===== src/hw/rtl/rau_pkg.sv =====
// ----------------------------------------------------------------------------
// rau_pkg: shared types and constants for the rational arithmetic unit
// Operation codes, widths and the sequencer state type.
// ----------------------------------------------------------------------------
`default_nettype none
package rau_pkg;
    localparam int MagWidth = 31;
    localparam int ResWidth = 63;
    localparam int AccWidth = 64;

    typedef enum logic [1:0] {
        OP_ADD = 2'd0,
        OP_SUB = 2'd1,
        OP_MUL = 2'd2,
        OP_DIV = 2'd3
    } t_op;

    typedef enum logic [3:0] {
        ST_IDLE,
        ST_MUL0,
        ST_MUL1,
        ST_MUL2,
        ST_COMBINE,
        ST_TWOS,
        ST_UEVEN,
        ST_VEVEN,
        ST_SUB,
        ST_DIVN,
        ST_DIVD,
        ST_OUT
    } t_state;
endpackage
`default_nettype wire


===== src/hw/rtl/rau_div.sv =====
// ----------------------------------------------------------------------------
// rau_div: restoring divider, one quotient bit per cycle
// Divides a 64-bit dividend by a nonzero 64-bit divisor.
// ----------------------------------------------------------------------------
`default_nettype none
module rau_div (
    input  wire logic                           i_clk,
    input  wire logic                           i_rst_n,
    input  wire logic                           i_start,
    input  wire logic [rau_pkg::AccWidth-1:0]   i_dividend,
    input  wire logic [rau_pkg::AccWidth-1:0]   i_divisor,
    output logic                                o_done,
    output logic      [rau_pkg::AccWidth-1:0]   o_quotient
);
    localparam int CntW = $clog2(rau_pkg::AccWidth + 1);

    logic [rau_pkg::AccWidth-1:0] r_quo, n_quo;
    logic [rau_pkg::AccWidth:0]   r_rem, n_rem;
    logic [rau_pkg::AccWidth-1:0] r_dvs;
    logic [CntW-1:0]              r_cnt, n_cnt;
    logic                         r_busy, n_busy, r_done, n_done;
    logic [rau_pkg::AccWidth:0]   w_trial;

    always_comb begin
        n_quo  = r_quo;
        n_rem  = r_rem;
        n_cnt  = r_cnt;
        n_busy = r_busy;
        n_done = 1'b0;
        w_trial = {r_rem[rau_pkg::AccWidth-1:0], r_quo[rau_pkg::AccWidth-1]};
        if (i_start) begin
            n_quo  = i_dividend;
            n_rem  = '0;
            n_cnt  = CntW'(rau_pkg::AccWidth);
            n_busy = 1'b1;
        end else if (r_busy) begin
            if (w_trial >= {1'b0, r_dvs}) begin
                n_rem = w_trial - {1'b0, r_dvs};
                n_quo = {r_quo[rau_pkg::AccWidth-2:0], 1'b1};
            end else begin
                n_rem = w_trial;
                n_quo = {r_quo[rau_pkg::AccWidth-2:0], 1'b0};
            end
            n_cnt = r_cnt - 1'b1;
            if (r_cnt == CntW'(1)) begin
                n_busy = 1'b0;
                n_done = 1'b1;
            end
        end
    end

    always_ff @(posedge i_clk) begin
        if (!i_rst_n) begin
            r_busy <= 1'b0;
            r_done <= 1'b0;
            r_cnt  <= '0;
        end else begin
            r_busy <= n_busy;
            r_done <= n_done;
            r_cnt  <= n_cnt;
        end
        r_quo <= n_quo;
        r_rem <= n_rem;
        if (i_start) r_dvs <= i_divisor;
    end

    assign o_done     = r_done;
    assign o_quotient = r_quo;

    a_done_after_busy: assert property (@(posedge i_clk) disable iff (!i_rst_n)
        r_done |-> $past(r_busy)) else $error("divider done without busy");
    a_cnt_idle: assert property (@(posedge i_clk) disable iff (!i_rst_n)
        !r_busy |=> (r_busy || r_cnt == '0 || $past(i_start)))
        else $error("divider count left over");
    a_busy_nz: assert property (@(posedge i_clk) disable iff (!i_rst_n)
        r_busy |-> r_cnt != '0) else $error("divider busy with zero count");
endmodule
`default_nettype wire


===== src/hw/rtl/rational_arith_unit.sv =====
// ----------------------------------------------------------------------------
// rational_arith_unit: sign-magnitude fraction add/sub/mul/div with reduction
// Cross-multiplies, reduces by binary GCD, divides out the GCD.
// ----------------------------------------------------------------------------
//  channel | dir | tdata fields (low bit up)                          | tuser
//  s_axis  | in  | op, a_num, a_den, a_negative, b_num, b_den,
//          |     | b_negative (128 bits)                              | -
//  m_axis  | out | res_num, res_den, res_negative (128 bits)          | -
//
// One transaction at a time. The three multiplier states MUL0, MUL1 and MUL2
// share one 31x31 multiplier and are followed by one combine state, then the
// binary GCD at one shift or one subtract per cycle, then two divisions by the
// GCD in the shared divider. Zero results skip the GCD and the divisions.
// Reset is synchronous active low and clears the sequencer and output valid.
// s_axis_tready is high whenever the sequencer is idle; the finished result
// sits in its own output register, so a held result stalls only the next
// result, not the next input transaction.
// ----------------------------------------------------------------------------
`default_nettype none
module rational_arith_unit #(
    parameter int MAG_WIDTH = rau_pkg::MagWidth
) (
    input  wire logic         i_clk,
    input  wire logic         i_rst_n,
    input  wire logic         s_axis_tvalid,
    output logic              s_axis_tready,
    input  wire logic [127:0] s_axis_tdata,   // op,a_num,a_den,a_negative,b_num,b_den,b_negative
    output logic              m_axis_tvalid,
    input  wire logic         m_axis_tready,
    output logic      [127:0] m_axis_tdata    // res_num,res_den,res_negative
);
    localparam int W  = rau_pkg::AccWidth;
    localparam int FM = rau_pkg::MagWidth;   // field width in tdata
    localparam int TW = $clog2(W + 1);

    rau_pkg::t_state r_st, n_st;

    // input field extraction (fixed field positions of width FM)
    logic [1:0]  w_op;
    logic [MAG_WIDTH-1:0] w_an, w_ad, w_bn, w_bd;
    assign w_op = s_axis_tdata[1:0];
    assign w_an = s_axis_tdata[2 +: MAG_WIDTH];
    assign w_ad = s_axis_tdata[2+FM +: MAG_WIDTH];
    assign w_bn = s_axis_tdata[3+2*FM +: MAG_WIDTH];
    assign w_bd = s_axis_tdata[3+3*FM +: MAG_WIDTH];

    logic [MAG_WIDTH-1:0] r_an, r_ad, r_bn, r_bd;
    rau_pkg::t_op         r_op;
    logic                 r_as, r_bs, r_neg, n_neg;
    logic [W-1:0] r_p, r_q, r_den, r_num, n_p, n_q, n_den, n_num;
    logic [W-1:0] r_u, r_v, n_u, n_v;
    logic [TW-1:0] r_twos, n_twos;
    logic [W-1:0] r_rn, r_rd, n_rn, n_rd;
    logic         r_oneg, n_oneg;
    logic         r_ovld, n_ovld;
    logic [127:0] r_mdata, n_mdata;   // held output transaction
    logic         r_launch;           // first cycle of the numerator division

    // shared multiplier
    logic [MAG_WIDTH-1:0]   w_ma, w_mb;
    logic [2*MAG_WIDTH-1:0] w_prod;
    assign w_prod = w_ma * w_mb;

    // shared divider
    logic         w_dstart, w_ddone;
    logic [W-1:0] w_ddvd, w_dq, w_g;
    assign w_g = r_u << r_twos;
    rau_div u_div (
        .i_clk, .i_rst_n,
        .i_start(w_dstart), .i_dividend(w_ddvd), .i_divisor(w_g),
        .o_done(w_ddone), .o_quotient(w_dq)
    );

    logic w_beff, w_sub;
    assign w_beff = (r_op == rau_pkg::OP_SUB) ? !r_bs : r_bs;
    assign w_sub  = r_as != w_beff;

    always_comb begin
        n_st = r_st; n_p = r_p; n_q = r_q; n_den = r_den; n_num = r_num;
        n_neg = r_neg; n_u = r_u; n_v = r_v; n_twos = r_twos;
        n_rn = r_rn; n_rd = r_rd; n_oneg = r_oneg; n_ovld = r_ovld;
        n_mdata = r_mdata;
        w_ma = r_an; w_mb = r_bd; w_dstart = 1'b0; w_ddvd = r_num;
        if (r_ovld && m_axis_tready) n_ovld = 1'b0;
        case (r_st)
            rau_pkg::ST_IDLE: if (s_axis_tvalid) n_st = rau_pkg::ST_MUL0;
            rau_pkg::ST_MUL0: begin
                // p: an*bd (add/sub/div) or an*bn (mul)
                w_ma = r_an;
                w_mb = (r_op == rau_pkg::OP_MUL) ? r_bn : r_bd;
                n_p = W'(w_prod);
                n_st = rau_pkg::ST_MUL1;
            end
            rau_pkg::ST_MUL1: begin
                // q: bn*ad for add/sub; denominator for mul/div
                w_ma = r_ad;
                w_mb = (r_op == rau_pkg::OP_DIV) ? r_bn : (r_op == rau_pkg::OP_MUL) ? r_bd : r_bn;
                n_q = W'(w_prod);
                n_st = rau_pkg::ST_MUL2;
            end
            rau_pkg::ST_MUL2: begin
                w_ma = r_ad; w_mb = r_bd;
                n_den = (r_op == rau_pkg::OP_MUL || r_op == rau_pkg::OP_DIV) ? r_q
                                                                            : W'(w_prod);
                n_st = rau_pkg::ST_COMBINE;
            end
            rau_pkg::ST_COMBINE: begin
                if (r_op == rau_pkg::OP_MUL || r_op == rau_pkg::OP_DIV) begin
                    n_num = r_p; n_neg = r_as != r_bs;
                end else if (!w_sub) begin
                    n_num = r_p + r_q; n_neg = r_as;
                end else if (r_p < r_q) begin
                    n_num = r_q - r_p; n_neg = w_beff;
                end else begin
                    n_num = r_p - r_q; n_neg = r_as;
                end
                n_u = n_num; n_v = r_den; n_twos = '0;
                if (n_num == '0 || r_den == '0) begin
                    n_rn = '0; n_rd = W'(1); n_oneg = 1'b0;
                    n_st = rau_pkg::ST_OUT;
                end else begin
                    n_st = rau_pkg::ST_TWOS;
                end
            end
            rau_pkg::ST_TWOS: begin
                if (!r_u[0] && !r_v[0]) begin
                    n_u = r_u >> 1; n_v = r_v >> 1; n_twos = r_twos + 1'b1;
                end else n_st = rau_pkg::ST_UEVEN;
            end
            rau_pkg::ST_UEVEN: begin
                if (!r_u[0]) n_u = r_u >> 1;
                else n_st = rau_pkg::ST_VEVEN;
            end
            rau_pkg::ST_VEVEN: begin
                if (!r_v[0]) n_v = r_v >> 1;
                else n_st = rau_pkg::ST_SUB;
            end
            rau_pkg::ST_SUB: begin
                if (r_u > r_v) begin
                    n_u = r_v; n_v = r_u - r_v;
                end else n_v = r_v - r_u;
                if (n_v == '0) begin
                    w_dstart = 1'b0;
                    n_st = rau_pkg::ST_DIVN;
                end else n_st = rau_pkg::ST_VEVEN;
            end
            rau_pkg::ST_DIVN: begin
                // first cycle: launch; later: wait for quotient, then launch denominator
                if (r_launch) begin
                    w_dstart = 1'b1; w_ddvd = r_num;
                end else if (w_ddone) begin
                    n_rn = w_dq;
                    w_dstart = 1'b1; w_ddvd = r_den;
                    n_st = rau_pkg::ST_DIVD;
                end
            end
            rau_pkg::ST_DIVD: if (w_ddone) begin
                n_rd = w_dq; n_oneg = r_neg; n_st = rau_pkg::ST_OUT;
            end
            rau_pkg::ST_OUT: if (!r_ovld) begin
                n_ovld = 1'b1;
                n_mdata = {1'b0, r_oneg, r_rd[62:0], r_rn[62:0]};
                n_st = rau_pkg::ST_IDLE;
            end
            default: n_st = rau_pkg::ST_IDLE;
        endcase
    end

    always_ff @(posedge i_clk) begin
        if (!i_rst_n) begin
            r_st <= rau_pkg::ST_IDLE;
            r_ovld <= 1'b0;
            r_launch <= 1'b0;
        end else begin
            r_st <= n_st;
            r_ovld <= n_ovld;
            r_launch <= (n_st == rau_pkg::ST_DIVN) && (r_st != rau_pkg::ST_DIVN);
        end
        if (r_st == rau_pkg::ST_IDLE) begin
            r_op <= rau_pkg::t_op'(w_op);
            r_an <= w_an; r_ad <= w_ad; r_bn <= w_bn; r_bd <= w_bd;
            r_as <= s_axis_tdata[2+2*FM];
            r_bs <= s_axis_tdata[3+4*FM];
        end
        r_p <= n_p; r_q <= n_q; r_den <= n_den; r_num <= n_num; r_neg <= n_neg;
        r_u <= n_u; r_v <= n_v; r_twos <= n_twos;
        r_rn <= n_rn; r_rd <= n_rd; r_oneg <= n_oneg;
        r_mdata <= n_mdata;
    end

    assign s_axis_tready = (r_st == rau_pkg::ST_IDLE);
    assign m_axis_tvalid = r_ovld;
    assign m_axis_tdata  = r_mdata;

    a_out_hold: assert property (@(posedge i_clk) disable iff (!i_rst_n)
        (m_axis_tvalid && !m_axis_tready) |=> (m_axis_tvalid && $stable(m_axis_tdata)))
        else $error("result dropped or changed while held");
    a_out_den: assert property (@(posedge i_clk) disable iff (!i_rst_n)
        m_axis_tvalid |-> m_axis_tdata[125:63] != '0) else $error("zero result denominator");
    a_zero_canon: assert property (@(posedge i_clk) disable iff (!i_rst_n)
        (m_axis_tvalid && m_axis_tdata[62:0] == '0) |->
        (m_axis_tdata[125:63] == 63'd1 && !m_axis_tdata[126]))
        else $error("noncanonical zero");
endmodule
`default_nettype wire


===== config.mk =====
export PLATFORM = sky130hd
export DESIGN_NAME = rational_arith_unit
export DESIGN_NICKNAME = d
export VERILOG_FILES = /design/src/hw/rtl/rau_pkg.sv /design/src/hw/rtl/rau_div.sv /design/src/hw/rtl/rational_arith_unit.sv
export SDC_FILE = /design/constraint.sdc
export NUM_CORES = 2
export LEC_CHECK = 0
export BUFFER_PORTS_ARGS = -buffer_cell sky130_fd_sc_hd__buf_2
export CAP_MARGIN = 20
export CORE_AREA = 3 3 491 493
export DETAILED_ROUTE_END_ITERATION = 6
export DIE_AREA = 0 0 494 496
export GPL_TIMING_DRIVEN = 0
export PLACE_DENSITY_LB_ADDON = 0.15
export SLEW_MARGIN = 20
export SYNTH_ARGS = -nofsm -noshare
export SYNTH_HDL_FRONTEND = slang
export SYNTH_HIERARCHICAL = 1
export SYNTH_SLANG_ARGS = --single-unit

===== constraint.sdc =====
create_clock -name i_clk -period 43.8 [get_ports i_clk]
set_input_delay 8.76 -clock i_clk [delete_from_list [all_inputs] [get_ports i_clk]]
set_output_delay 8.76 -clock i_clk [all_outputs]
set_load 0.005 [all_outputs]

======== Word level (Yosys, flattened, before mapping) ========
Index checks and enable logic that the tools add are counted.
storage, ports and cells
  output and inout port bits .............. 130
  logic and storage cells ................. 167
  bits in registers ....................... 975
  bits of input ports ..................... 132
cells by class
  bitwise logic cells ..................... 3
  shift-type cells ........................ 1
  reduce and logical (&&, ||, !) cells .... 29
  magnitude comparators ................... 3
  $mul .................................... 1
  equal/unequal tests ..................... 27
  mux-type cells .......................... 64
  add/subtract/negate cells ............... 8
operators with widths
  operator                                             number
  two-way mux 64 bit                                   17
  one-hot mux 64 bit (4 select lines)                  2
  two-way mux 63 bit                                   4
  one-hot mux 63 bit (2 select lines)                  2
  zero test 64 bit                                     3
  subtractor 64 bit                                    3
  subtractor 62 x 62 -> 63 bit                         2
  two-way mux 31 bit                                   4
  >= comparator 65 x 64 -> 1 bit                       1
  greater-than comparator 64 bit                       1
  << shifter 64 x 7 -> 64 bit                          1
  adder 62 x 62 -> 63 bit                              1
  < comparator 62 bit                                  1
  multiplier 31 x 31 -> 62 bit                         1
  two-way mux 62 bit                                   1
  one-hot mux 31 bit (2 select lines)                  1
  one-hot mux 4 bit (12 select lines)                  1
  two-way mux 4 bit                                    10
  two-way mux 7 bit                                    3
  equality test 4 bit, second input constant           5
  two-way mux 1 bit                                    17
  equality test 4 x 3 -> 1 bit, second input constant  4
  one-hot mux 7 bit (2 select lines)                   1
  != test 2 bit, second input constant                 6
  other kinds (23)                                     44

======== Logic depth before layout (Yosys ltp) ========
  word-level depth ........................ 12
  gate-level depth with buffers ........... 43
  mapped depth without buffers ............ 39

======== Hierarchy ========
The synthesis kept the hierarchy.
by module, submodules not included
  module               cells each  seq. area each (sq um)  instances  area an instance (sq um)
  rational_arith_unit  8953        23182.2                 1          83009.6
  rau_div              1247        5305.1                  1          11780.0

======== Least setup slack after synthesis ========
No wires, ideal clock.
  path type ............................... reg-to-output
  from .................................... reg r_st[2]
  to ...................................... out s_axis_tready
  required time ........................... 35.040 ns
  stages on the path, launching flop included .. 3
  buffers on the path ..................... 1
  data arrival time ....................... 12.882 ns
  slack ................................... 22.158 ns
  cells stage by stage .................... dfxtp_1 clkbuf_1 nor4_1
between the ends
  cells in the longest elaborated chain, start to end .. 1
RTL lines
  element                 RTL line                    RTL
  from (decl)             rational_arith_unit.sv:36   rau_pkg::t_state r_st, n_st;
  from (signal assigned)  rational_arith_unit.sv:171  r_st <= rau_pkg::ST_IDLE;
  from (signal assigned)  rational_arith_unit.sv:175  r_st <= n_st;
  zero test 4 bit         rational_arith_unit.sv:191  assign s_axis_tready = (r_st == rau_pkg::ST_IDLE);
  to (decl)               rational_arith_unit.sv:26   output logic s_axis_tready,
Every way passes these cells.

======== Worst setup path in the final report ========
  from .................................... reg r_op[1]
  to ...................................... reg r_den[58], data pin
between the ends
  cells in the longest elaborated chain, start to end .. 6
RTL lines
  element                                  RTL line                                              RTL
  from (decl)                              rational_arith_unit.sv:48                             rau_pkg::t_op r_op;
  from (signal assigned)                   rational_arith_unit.sv:180                            r_op <= rau_pkg::t_op'(w_op);
  equality test 2 bit                      rational_arith_unit.sv:90, rational_arith_unit.sv:97
  two-way mux 31 bit (2 in series)         rational_arith_unit.sv:97                             w_mb = (r_op == rau_pkg::OP_DIV) ? r_bn : (r_op == rau_pkg::OP_MUL) ? r_bd : r_bn;
  one-hot mux 31 bit (2 select lines) (*)  rational_arith_unit.sv:85                             case (r_st)
  multiplier 31 x 31 -> 62 bit (*)         rational_arith_unit.sv:62                             assign w_prod = w_ma * w_mb;
  via w_prod[58]                           rational_arith_unit.sv:61                             logic [2*MAG_WIDTH-1:0] w_prod;
  two-way mux 62 bit (*)                   rational_arith_unit.sv:103                            n_den = (r_op == rau_pkg::OP_MUL || r_op == rau_pkg::OP_DIV) ? r_q
  to (signal assigned)                     rational_arith_unit.sv:185                            r_p <= n_p; r_q <= n_q; r_den <= n_den; r_num <= n_num; r_neg <= n_neg;
  to (decl)                                rational_arith_unit.sv:50                             logic [W-1:0] r_p, r_q, r_den, r_num, n_p, n_q, n_den, n_num;
The timed path passes the listed nets; every way through them passes the cells marked *.
A chain may end at the register's enable or synchronous reset.

==> flow_results.org <==
** Status
- The run finished with clean final reports.

** Floorplan
- Number of rows in the core area :: 179
- Die area :: approximately 250,000 um^2
- Core box area :: 237,000 um^2
- The floorplan step set the die width to 494 um.
- approximately 260 I/O pins were placed.
- The die is approximately 500 um tall.
- Once the floorplan was initialized, standard cells occupied between 30% and 40% of the core.

** Logic synthesis
- The number of nets handed over by synthesis was 11,800.
- Register area share after synthesis :: between 30 and 40%
- Number of enable flip-flop cells after synthesis :: between 800 and 900
- Counting flops and latches in the post-synthesis netlist gives 975.
- Counting flops with an async set or reset pin after synthesis yields a share of 0%.
- In the synthesized netlist the dominant register cell turns out to be edfxtp_1.
- Synthesis produced 10,200 cells.
- Netlist cell types :: 110
- Top post-synthesis cells by area :: edfxtp_1, fa_1, ha_1, inv_1, nand2_1
- Dividing the synthesized area by the synthesized cell count gives 9.29 um^2.
- Of the post-synthesis cell area, the dominant cell type holds between 20 and 30%.
- The largest total area in the synthesized netlist belongs to edfxtp_1.
- Ys Warns :: 6
- Cell area after synthesis :: 94,800 um^2

** Clocking
- Maximum number of buffers from clock root to sink :: 3
- Sinks on Clock Net :: 975
- After clock tree synthesis, the clock-pin slew on the worst setup and hold paths is approximately 0.060 ns.
- Number of buffers created by CTS :: ~110
- In this run the clock root is driven by a clkbuf_16.
- TritonCTS clock tree :: done
- Post-CTS setup buffer count :: 0
- Cts repair resizes :: 0
- Later-pin clock latency in the skew report :: 0.85 ns
- Hold repair after CTS inserted 0 buffers.
- The clock tree synthesis step divided the H-tree into 3 levels.

** Setup path
- The critical path ends at r_den[58]$_DFFE_PP_.
- The slowest stage of the critical path is the clkbuf_1 cell.
- The worst setup path is captured at a register.
- Cell depth of the worst flop-to-flop path :: 40
- Across all register-to-register paths, the minimum setup slack is around 27 ns.
- Tracing the worst setup path back leads to its startpoint at r_op[1]$_DFFE_PP_.
- Worst setup SP type :: register
- In this run the worst path has a maximum fanout of 10.
- Launch instance of the worst register-to-register path :: r_op[1]$_DFFE_PP_
- Most used cell along the critical path :: fa_1
- Worst reg2reg endpoint :: r_den[58]$_DFFE_PP_
- For this run, the slowest stage of the critical path takes 1.00 ns.
- STA puts the critical path data arrival time at roughly 17 ns.
- The critical path in this run is classified as register to register.
- Data on the critical path is required at its endpoint by between 40 and 50 ns.

** Timing
- For this run, the top clock speed supported by timing is 0.0591 GHz.
- Setup violations remaining at the end of the flow were counted as 0.
- After routing, the total negative slack on setup checks comes to 0 ns.
- Final Slew Violations :: 0
- Slew headroom :: 7.82%
- Transition time at the pin with the least slew margin :: 1.35 ns
- Across the routed clock network, the largest skew measured is 0.121 ns.
- Setup repair after global routing left no endpoint under its margin.
- Counting I/O delays and the setup requirement, the final critical path takes 16.92 ns.
- Fin. Hold Viols :: 0
- The worst path uses 38.6% of the clock period.

** Global routing
- Met1 usage in global routing :: 50.3%
- Global-route wire length before repair :: between 600,000 and 700,000 um
- Number of antenna violations at the first check in global routing :: 47
- GRT Residual Overflow :: 0
- Entering global routing, the biggest net connects between 50 and 60 pins.
- Via count of the first global-routing pass :: approximately 83,000
- For this run, global-route usage on met3 was measured as 6.65%.
- Busiest layer in global routing :: met2
- Tot GR Track Use :: between 30 and 40%
- GR Util met2 :: 56.3%

** Drt
- Across all layers, the routed design uses 83,400 vias.
- Via density per instance :: 5.98
- DRT Pass-1 Iters :: 6
- Number of DRC markers in iteration 0 :: 9,812
- The detail route stage leaves a number of antenna-violating nets equal to 0.
- Routed wire length :: 458,000 um
- DRC Markers :: 0
- Detail-routed net length per standard cell :: 32.9 um

** Cells and area
- Relative to the synthesized area, the layout overhead comes to 11.2%.
- Excluding fillers, the count of instances in the completed layout stands at between 10,000 and 15,000.
- The net count of the finished layout is ~12,000.
- In the final layout, the share of cells above drive strength 1 is 9.38%.

** Hold path
- Hold-critical path depth :: 0
- Class of the tightest hold or removal check :: register to register

** Placement
- Detailed placement ended at an HPWL of 383,000 um.
- Count of input and output buffers :: 260
- Last weighted congestion value of the routability-driven placer :: 1.03
- Placed instance count :: between 10,000 and 15,000

** Flow run
- Across the run, the number of max-cap violations was 0.
## registers in the layout, indices dropped and copies added (netlist names), 62 cells and up
signal,cells
r_v,64
r_u,64
u_div/r_dvs,64
r_rn,63
r_p,62
m_axis_tdata,127
r_rd,63
r_den,62
u_div/o_quotient,64
r_num,64
u_div/r_rem,64
r_q,62
## stage by stage
step | util (%) | instance area, um^2 | hold slack (ns) | setup slack (ns)
after floorplan | - | 94800 | 0.400 | 22.16
after global placement | 42.1 | 100000 | 0.401 | 12.81
after detailed placement | 42.7 | 101000 | 0.405 | 27.23
after CTS | 44.4 | 105000 | 0.376 | 26.98
after global routing | 44.4 | 105000 | 0.395 | 26.65
final | 44.4 | 105000 | 0.391 | 26.88
## critical path, delay by kind of cell (launching register included)
| family | cells | cell delay (ns) |
|---|---|---|
| AO/OA/AOI/OAI | 15 | 5.26 |
| XOR/XNOR | 1 | 0.29 |
| adder cells (fa/ha/maj) | 9 | 4.76 |
| buffers and inverters | 10 | 4.55 |
| flip-flops | 1 | 0.36 |
| multiplexers | 1 | 0.37 |
| AND/OR/NAND/NOR | 4 | 0.91 |
## area by class of cell
class / count / area, um^2
Fill cell: 23500 / 132000
Multi-Input combinational cell: 7380 / 59600
Sequential cell: 975 / 28500
Inverter: 1284 / 4820
Tap cell: 3167 / 3960
Clock buffer: 139 / 2960
Timing Repair Buffer: 356 / 2340
Buffer: 561 / 2300
Clock inverter: 74 / 916
Antenna cell: 10 / 25.0
## cells in the mapped netlist, types with 43 or more instances
| master | instances |
|---|---|
| mux2_2 | 184 |
| o21ai_0 | 426 |
| mux2i_1 | 145 |
| a22oi_1 | 121 |
| nand2b_1 | 62 |
| a31oi_1 | 54 |
| nand4_1 | 116 |
| clkbuf_1 | 426 |
| nor2_1 | 1057 |
| buf_2 | 75 |
| a211oi_1 | 87 |
| a21o_1 | 150 |
| nand2_1 | 1232 |
| nand3_1 | 110 |
| and3_1 | 164 |
| ha_1 | 636 |
| xnor2_1 | 184 |
| o21a_1 | 94 |
| inv_1 | 1280 |
| a21oi_1 | 607 |
| dfxtp_1 | 79 |
| edfxtp_1 | 896 |
| fa_1 | 843 |
| o21bai_1 | 115 |
| nor4_1 | 65 |
| mux4_2 | 43 |
| o211ai_1 | 50 |
| nor3_1 | 116 |
| nor2b_1 | 47 |
| buf_1 | 44 |
| xor2_1 | 53 |
| o31ai_1 | 61 |
| a311oi_1 | 64 |
## how the worst min path moves through the flow
stage / start / to / slack, ns
2_1_floorplan: r_rn[0]$_SDFFCE_PN0P_ / m_axis_tdata[0]$_DFFE_PP_ / 0.40
3_3_place_gp: r_rn[28]$_SDFFCE_PN0P_ / m_axis_tdata[28]$_DFFE_PP_ / 0.40
3_5_place_dp: r_rd[52]$_SDFFCE_PN0P_ / m_axis_tdata[115]$_DFFE_PP_ / 0.40
4_1_cts: r_rd[54]$_SDFFCE_PN0P_ / m_axis_tdata[117]$_DFFE_PP_ / 0.38
5_1_grt: r_rn[52]$_SDFFCE_PN0P_ / m_axis_tdata[52]$_DFFE_PP_ / 0.39
6_report: r_rd[54]$_SDFFCE_PN0P_ / m_axis_tdata[117]$_DFFE_PP_ / 0.39
## cells in the final DEF (no fill, tap or decap), types with 184 or more instances in the layout
master	count
a21oi_1	604
buf_2	354
clkbuf_1	435
edfxtp_1	896
fa_1	843
ha_1	636
inv_1	1279
mux2_2	184
nand2_1	1229
nor2_1	1056
o21ai_0	412
## cell families (layout without fill, tap and decap cells)
| kind of cell | count (synthesis) | after routing | synth area share, % |
|---|---|---|---|
| multiplexers | 381 | 381 | 4.85 |
| adder cells (fa/ha/maj) | 1479 | 1479 | 26.2 |
| flip-flops | 975 | 975 | 30.1 |
| AO/OA/AOI/OAI | 2154 | 2154 | 14.7 |
| AND/OR/NAND/NOR | 3128 | 3128 | 14.5 |
| XOR/XNOR | 237 | 237 | 2.19 |
| buffers and inverters | 1845 | 2414 | 7.49 |
| other | 1 | 11 | 0.00396 |
## layer usage
metal  part of all wire (%)  wire length [um]  up-vias
met4                    5.5             25100       16
met5                  0.027               124        -
met3                    8.7             39800      873
met1                     42            193000    42300
li1                       -                 -    35900
met2                     44            200000     4309
Power is not shown: default switching activity piles up to over one toggle a cycle in this logic, so the estimate is an artifact.
